### config.mk
export PLATFORM = sky130hd
export DESIGN_NAME = uvs_phase
export DESIGN_NICKNAME = d
export VERILOG_FILES = /design/src/rtl/uvs_pkg.sv /design/src/rtl/uvs_phase.sv
export SDC_FILE = /design/constraint.sdc
export NUM_CORES = 2
export LEC_CHECK = 0
export BUFFER_PORTS_ARGS = -buffer_cell sky130_fd_sc_hd__buf_2
export CORE_ASPECT_RATIO = 2
export CORE_MARGIN = 5
export CORE_UTILIZATION = 40
export CTS_CLUSTER_SIZE = 8
export DETAILED_ROUTE_END_ITERATION = 16
export PLACE_DENSITY_LB_ADDON = 0.3
export SETUP_SLACK_MARGIN = 0.05
export SLEW_MARGIN = 25
export SYNTH_ARGS = -nofsm -noshare
export SYNTH_HDL_FRONTEND = slang
export SYNTH_SLANG_ARGS = --single-unit
### constraint.sdc
create_clock -name clock -period 40.3 [get_ports clock]
set_clock_uncertainty 0.15 [all_clocks]
set_input_delay 2.015 -clock clock [delete_from_list [all_inputs] [get_ports clock]]
set_output_delay 2.015 -clock clock [all_outputs]
set_load 0.005 [all_outputs]
### src/rtl/uvs_pkg.sv
// ----------------------------------------------------------------------------
// UV sphere vertex generator package
// Widths, register codes, CORDIC constants, shared types and step functions.
// ----------------------------------------------------------------------------
package uvs_pkg;

   localparam int RADIUS_W = 24;
   localparam int COUNT_W  = 9;
   localparam int INDEX_W  = 9;
   localparam int POS_W    = 25;
   localparam int NORM_W   = 16;
   localparam int TEX_W    = 17;
   localparam int QUAD_W   = 17;

   localparam int MAX_RINGS    = 256;
   localparam int MAX_SEGMENTS = 256;
   localparam int MIN_RINGS    = 2;
   localparam int MIN_SEGMENTS = 3;

   localparam logic [RADIUS_W-1:0] RESET_RADIUS   = 24'd65536;
   localparam logic [COUNT_W-1:0]  RESET_SEGMENTS = 9'd64;
   localparam logic [COUNT_W-1:0]  RESET_RINGS    = 9'd32;

   localparam int CSR_INDEX_W = 2;
   localparam logic [CSR_INDEX_W-1:0] CSR_RADIUS   = 2'd0;
   localparam logic [CSR_INDEX_W-1:0] CSR_SEGMENTS = 2'd1;
   localparam logic [CSR_INDEX_W-1:0] CSR_RINGS    = 2'd2;

   localparam int PHASE_W  = 32;
   localparam int TEX_FRAC = 16;

   localparam int DIV_STAGES = 6;
   localparam int DIV_STEPS  = 7;
   localparam int DIV_W      = DIV_STAGES * DIV_STEPS;
   localparam int REM_W      = COUNT_W;
   localparam int DIV_LANES  = 4;
   localparam int LANE_AZ    = 0;
   localparam int LANE_POL   = 1;
   localparam int LANE_TEX_U = 2;
   localparam int LANE_TEX_V = 3;

   localparam int CORDIC_STEPS  = 24;
   localparam int CORDIC_PER    = 3;
   localparam int CORDIC_STAGES = CORDIC_STEPS / CORDIC_PER;
   localparam int CORDIC_W      = 34;
   localparam int TRIG_W        = 32;
   localparam int ATAN_IDX_W    = $clog2(CORDIC_STEPS);
   localparam int TRIG_LANES    = 2;
   localparam int TRIG_AZ       = 0;
   localparam int TRIG_POL      = 1;

   localparam logic [1:0] QUAD_I   = 2'd0;
   localparam logic [1:0] QUAD_II  = 2'd1;
   localparam logic [1:0] QUAD_III = 2'd2;
   localparam logic [1:0] QUAD_IV  = 2'd3;

   localparam logic signed [CORDIC_W-1:0] ONE_Q30      = 34'sd1073741824;
   localparam logic signed [CORDIC_W-1:0] CORDIC_START = 34'sd652032874;

   localparam logic [PHASE_W-1:0] ATAN_TURNS [CORDIC_STEPS] = '{
      32'h20000000, 32'h12E4051E, 32'h09FB385B, 32'h051111D4, 32'h028B0D43,
      32'h0145D7E1, 32'h00A2F61E, 32'h00517C55, 32'h0028BE53, 32'h00145F2F,
      32'h000A2F98, 32'h000517CC, 32'h00028BE6, 32'h000145F3, 32'h0000A2FA,
      32'h0000517D, 32'h000028BE, 32'h0000145F, 32'h00000A30, 32'h00000518,
      32'h0000028C, 32'h00000146, 32'h000000A3, 32'h00000051
   };

   typedef struct packed {
      logic              point_valid;
      logic              quad_valid;
      logic [QUAD_W-1:0] quad_index_a;
      logic [QUAD_W-1:0] quad_index_b;
   } meta_type;

   typedef struct packed {
      meta_type         meta;
      logic [TEX_W-1:0] tex_u;
      logic [TEX_W-1:0] tex_v;
   } tail_type;

   typedef struct packed {
      logic [REM_W-1:0] rem;
      logic [DIV_W-1:0] num;
   } div_state_type;

   typedef struct packed {
      logic signed [CORDIC_W-1:0] x;
      logic signed [CORDIC_W-1:0] y;
      logic signed [CORDIC_W-1:0] z;
      logic [1:0]                 quad;
   } cordic_state_type;

   function automatic div_state_type div_steps(input div_state_type s_in,
                                               input logic [COUNT_W-1:0] den);
      div_state_type    s;
      logic [REM_W:0]   t;
      s = s_in;
      for (int k = 0; k < DIV_STEPS; k++) begin
         t = {s.rem, s.num[DIV_W-1]};
         s.num = {s.num[DIV_W-2:0], 1'b0};
         if (t >= {1'b0, den}) begin
            s.rem = REM_W'(t - {1'b0, den});
            s.num[0] = 1'b1;
         end else begin
            s.rem = t[REM_W-1:0];
         end
      end
      return s;
   endfunction

   function automatic cordic_state_type cordic_iters(input cordic_state_type s_in,
                                                     input int base);
      cordic_state_type           s;
      logic signed [CORDIC_W-1:0] dx;
      logic signed [CORDIC_W-1:0] dy;
      logic signed [CORDIC_W-1:0] at;
      s = s_in;
      for (int k = 0; k < CORDIC_PER; k++) begin
         dx = $signed(s.y) >>> (base + k);
         dy = $signed(s.x) >>> (base + k);
         at = $signed({{(CORDIC_W-PHASE_W){1'b0}}, ATAN_TURNS[ATAN_IDX_W'(base + k)]});
         if (!s.z[CORDIC_W-1]) begin
            s.x = $signed(s.x) - dx;
            s.y = $signed(s.y) + dy;
            s.z = $signed(s.z) - at;
         end else begin
            s.x = $signed(s.x) + dx;
            s.y = $signed(s.y) - dy;
            s.z = $signed(s.z) + at;
         end
      end
      return s;
   endfunction

   function automatic logic signed [TRIG_W-1:0] clamp_q30(input logic signed [CORDIC_W-1:0] v);
      logic signed [CORDIC_W-1:0] c;
      if (v < -ONE_Q30) begin
         c = -ONE_Q30;
      end else if (v > ONE_Q30) begin
         c = ONE_Q30;
      end else begin
         c = v;
      end
      return c[TRIG_W-1:0];
   endfunction

endpackage

### src/rtl/uvs_phase.sv
// ----------------------------------------------------------------------------
// UV sphere phase divider
// Pipelined long division giving the azimuth and polar phases and the
// texture coordinates of a grid point, several quotient bits per stage.
// ----------------------------------------------------------------------------
module uvs_phase
   import uvs_pkg::*;
(
   input  logic                  clock,
   input  logic                  reset,
   input  logic                  adv,
   input  logic                  in_valid,
   input  logic [INDEX_W-1:0]    in_ring,
   input  logic [INDEX_W-1:0]    in_seg,
   input  meta_type              in_meta,
   input  logic [COUNT_W-1:0]    segs,
   input  logic [COUNT_W-1:0]    rings,
   output logic                  out_valid,
   output logic [PHASE_W-1:0]    out_az,
   output logic [PHASE_W-1:0]    out_pol,
   output tail_type              out_tail
);

   logic [DIV_STAGES-1:0] valid_ff;
   logic [DIV_STAGES-1:0] valid_in;
   meta_type              meta_ff [DIV_STAGES];
   meta_type              meta_in [DIV_STAGES];
   div_state_type         st_ff [DIV_STAGES][DIV_LANES];
   div_state_type         st_in [DIV_STAGES][DIV_LANES];
   div_state_type         init [DIV_LANES];
   div_state_type         src;
   logic [COUNT_W-1:0]    den;

   always_comb begin
      init[LANE_AZ].rem    = '0;
      init[LANE_AZ].num    = (DIV_W'(in_seg) << PHASE_W) + DIV_W'(segs >> 1);
      init[LANE_POL].rem   = '0;
      init[LANE_POL].num   = (DIV_W'(in_ring) << (PHASE_W - 1)) + DIV_W'(rings >> 1);
      init[LANE_TEX_U].rem = '0;
      init[LANE_TEX_U].num = (DIV_W'(in_seg) << TEX_FRAC) + DIV_W'(segs >> 1);
      init[LANE_TEX_V].rem = '0;
      init[LANE_TEX_V].num = (DIV_W'(in_ring) << TEX_FRAC) + DIV_W'(rings >> 1);
      src = '0;
      den = '0;
      for (int s = 0; s < DIV_STAGES; s++) begin
         for (int l = 0; l < DIV_LANES; l++) begin
            src = (s == 0) ? init[l] : st_ff[(s == 0) ? 0 : s - 1][l];
            den = (l == LANE_AZ || l == LANE_TEX_U) ? segs : rings;
            st_in[s][l] = div_steps(src, den);
         end
         if (s == 0) begin
            valid_in[s] = in_valid;
            meta_in[s]  = in_meta;
         end else begin
            valid_in[s] = valid_ff[s - 1];
            meta_in[s]  = meta_ff[s - 1];
         end
      end
   end

   always_ff @(posedge clock) begin
      if (reset) begin
         valid_ff <= '0;
      end else if (adv) begin
         valid_ff <= valid_in;
      end
   end

   always_ff @(posedge clock) begin
      if (adv) begin
         st_ff   <= st_in;
         meta_ff <= meta_in;
      end
   end

   assign out_valid      = valid_ff[DIV_STAGES-1];
   assign out_az         = st_ff[DIV_STAGES-1][LANE_AZ].num[PHASE_W-1:0];
   assign out_pol        = st_ff[DIV_STAGES-1][LANE_POL].num[PHASE_W-1:0];
   assign out_tail.meta  = meta_ff[DIV_STAGES-1];
   assign out_tail.tex_u = st_ff[DIV_STAGES-1][LANE_TEX_U].num[TEX_W-1:0];
   assign out_tail.tex_v = st_ff[DIV_STAGES-1][LANE_TEX_V].num[TEX_W-1:0];

endmodule

==> results.yml <==
run_status:
  status: "finished, final reports clean"
floorplan:
  die_y_microns: 702
  start_util_pct: 40.1
  die_w_microns: 356
  core_sq_mm: 0.239
  ioPinCount: 211
  dieArea_sq_mm: 0.250
  num_rows: 254
synthesis:
  netlist_area_sq_mm: 0.0957
  yosysTopAreaCell: "edfxtp_1"
  synthDistinctLibCells: 115
  ys.flop_type: "edfxtp_1"
  synthArstFlopShare_pct: 0
  synth-edff-count: 760
  synth_seq_cells: 766
  synthCells: 10691
  syn_area_per_cell_sq_um: 8.95
  synth_common_cells: "1362 x ha_1, 896 x nor2_1, 786 x a21oi_1, 760 x edfxtp_1, 655 x o21ai_0"
  yosys_warnings: 0
  synth_top_area_share_pct: 23.8
  synthMostInstantiatedCell: "ha_1"
  synth_nets: 12209
  ys_seq_area_share_pct: 24.0
  netlist_top_cells_area: "edfxtp_1 24%, ha_1 18%, mux2_2 6.9%, xnor2_1 4.9%, a21oi_1 4.1%"
layout:
  area_growth_pct: 7.81
  finalInstanceArea_sq_mm: 0.103
  postLayoutCoreUtil_pct: 43.2
  final_layout_size_suffix_gt1_share_pct: 11.3
  fin_nets: 12313
worst_setup_path:
  end_kind: "register"
  crit_path_end: "st_ff[401]"
  rrSetupSlack_ns: 21.81
  crit_type: "primary input to register"
  critPathMaxFanout: 28
  worstSetupStartpointType: "primary input"
  critPathMaxStageDelay_ns: 0.70
  arrival_ns: 20.71
  path_common_cell: "o21ai_0"
  crit_start: "segs[0]"
  timing.rr.end: "st_ff[401]"
  reg2reg_from: "st_ff[604]"
  required_ns: 40.67
  crit_slowest_cell: "nor3_1"
  ff2ff_path_depth: 62
sta:
  slew_headroom_pct: 29.3
  setup_ws_ns: 19.97
  rsz0062_at_grt: "false"
  tightest_slew_ns: 1.04
  min_period_over_period_pct: 50.5
  report.final.slew_viol_count: 0
  period_minus_slack_ns: 20.33
  max_freq_mhz: 49.2
  hold_violations: 0
  setup_viol: 0
  setup_tns_ns: 0
clock_tree:
  clk_pin_slew_ns: 0.06
  cts_tree: "done"
  cts_sinks: 766
  cts-root-buf: "clkbuf_16"
  post_cts_resize_count: 0
  cts_inserted_buffers: 109
  h-tree-depth: 3
  cts_setup_buffers: 0
  clockBufferDepth: 3
  postCtsHoldBufs: 0
  clock_latency_ns: 0.78
global_routing:
  grt_max_degree: 148
  track_usage_pct: 22.8
  grt_first_pass_wirelength_mm: 457
  grt_antenna_before_repair: 14
  grt_overflow: 0
  grt_pass1_vias: 87408
placed_design:
  dp_hpwl_mm: 229
  pre_cts_ws_ns: 19.24
  dpl_cell_area_sq_mm: 0.100
  numPortBuffers: 210
  place.gp.congestion: 0.926
routing:
  wl_per_cell_microns: 21.2
  drtIter0Drc: 3980
  firstDrtPassIters: 6
  via_per_inst: 5.92
  drcViolationCount: 0
  drt-total-wl_mm: 298
  antenna_left: 0
  dr_total_vias: 83238
flow_run:
  cap_violations: 0
hold_path:
  hold_path.class: "register to register"
[flip-flops by register name, indices dropped and copies added (netlist names)]
| signal | flops |
|---|---|
| out_az | 32 |
| out_tail | 70 |
| src | 19 |
| st_ff | 427 |
| meta_ff | 180 |
| out_pol | 32 |
| valid_ff | 6 |
[layout by cell type (no fill, tap or decap), drive strengths merged, types with 118 or more instances in the layout]
cell type / count
ha: 1362
nor2: 897
a21oi: 790
edfxtp: 760
o21ai: 668
mux2: 599
inv: 591
nand2: 573
xnor2: 539
a21o: 468
buf: 320
xor2: 315
nor3: 271
o21a: 216
nor2b: 207
nand2b: 193
mux2i: 172
clkbuf: 151
nand4: 135
nand3: 118
[how the worst min path moves through the flow]
stage                      start           end  slack, ns  cells past startpoint
floorplan           meta_ff[136]  meta_ff[100]       0.25                      0
global placement    meta_ff[141]  meta_ff[105]       0.25                      0
detailed placement  meta_ff[215]  meta_ff[179]       0.25                      0
CTS                   st_ff[984]    st_ff[787]       0.21                      0
global route          st_ff[984]    st_ff[787]       0.24                      0
finish                st_ff[984]    st_ff[787]       0.21                      0
[logic make-up (layout without fill, tap and decap cells)]
logic type	count (synthesis)	count (layout)	share of synthesized area, %
other cells	0	7	0
xor+xnor	854	854	7.81
simple gates	2829	2829	14.4
fa+ha+maj	1442	1442	19.5
compound gates	3102	3102	21.3
mux	771	771	8.90
flops	766	766	24.0
buf+inv	927	1088	4.23
[cell type report]
class	count	area, sq um
Clock buffer	151	2900
Clock inverter	17	251
Tap cell	3200	4000
Sequential cell	766	22900
Fill cell	23243	135000
Inverter	600	2300
Timing Repair Buffer	320	1960
Antenna cell	7	17.5
Multi-Input combinational cell	8998	68800
[per-stage QoR]
| step | hold slack [ns] | std cells |
|---|---|---|
| after floorplan | 0.250 | 10691 |
| after global placement | 0.250 | 13884 |
| after detailed placement | 0.255 | 13884 |
| after CTS | 0.212 | 14052 |
| after global routing | 0.239 | 14054 |
| final | 0.213 | 14059 |
[critical path, delay by kind of cell]
kind,cells,cell delay (ns)
mux,5,1.67
buf+inv,4,1.43
compound gates,34,9.38
simple gates,14,3.37
fa+ha+maj,7,2.73
[layer usage]
metal	routed length (microns)	vias up	global-route usage (%)
li1	-	39910	-
met5	37	-	0
met3	10400	1199	2.48
met2	162000	2242	45.8
met4	24700	6	16.4
met1	101000	39881	20.9
Power is left out: the tool's default activity adds up to more than one toggle a clock period on the data nets, which glitch-free logic cannot reach.
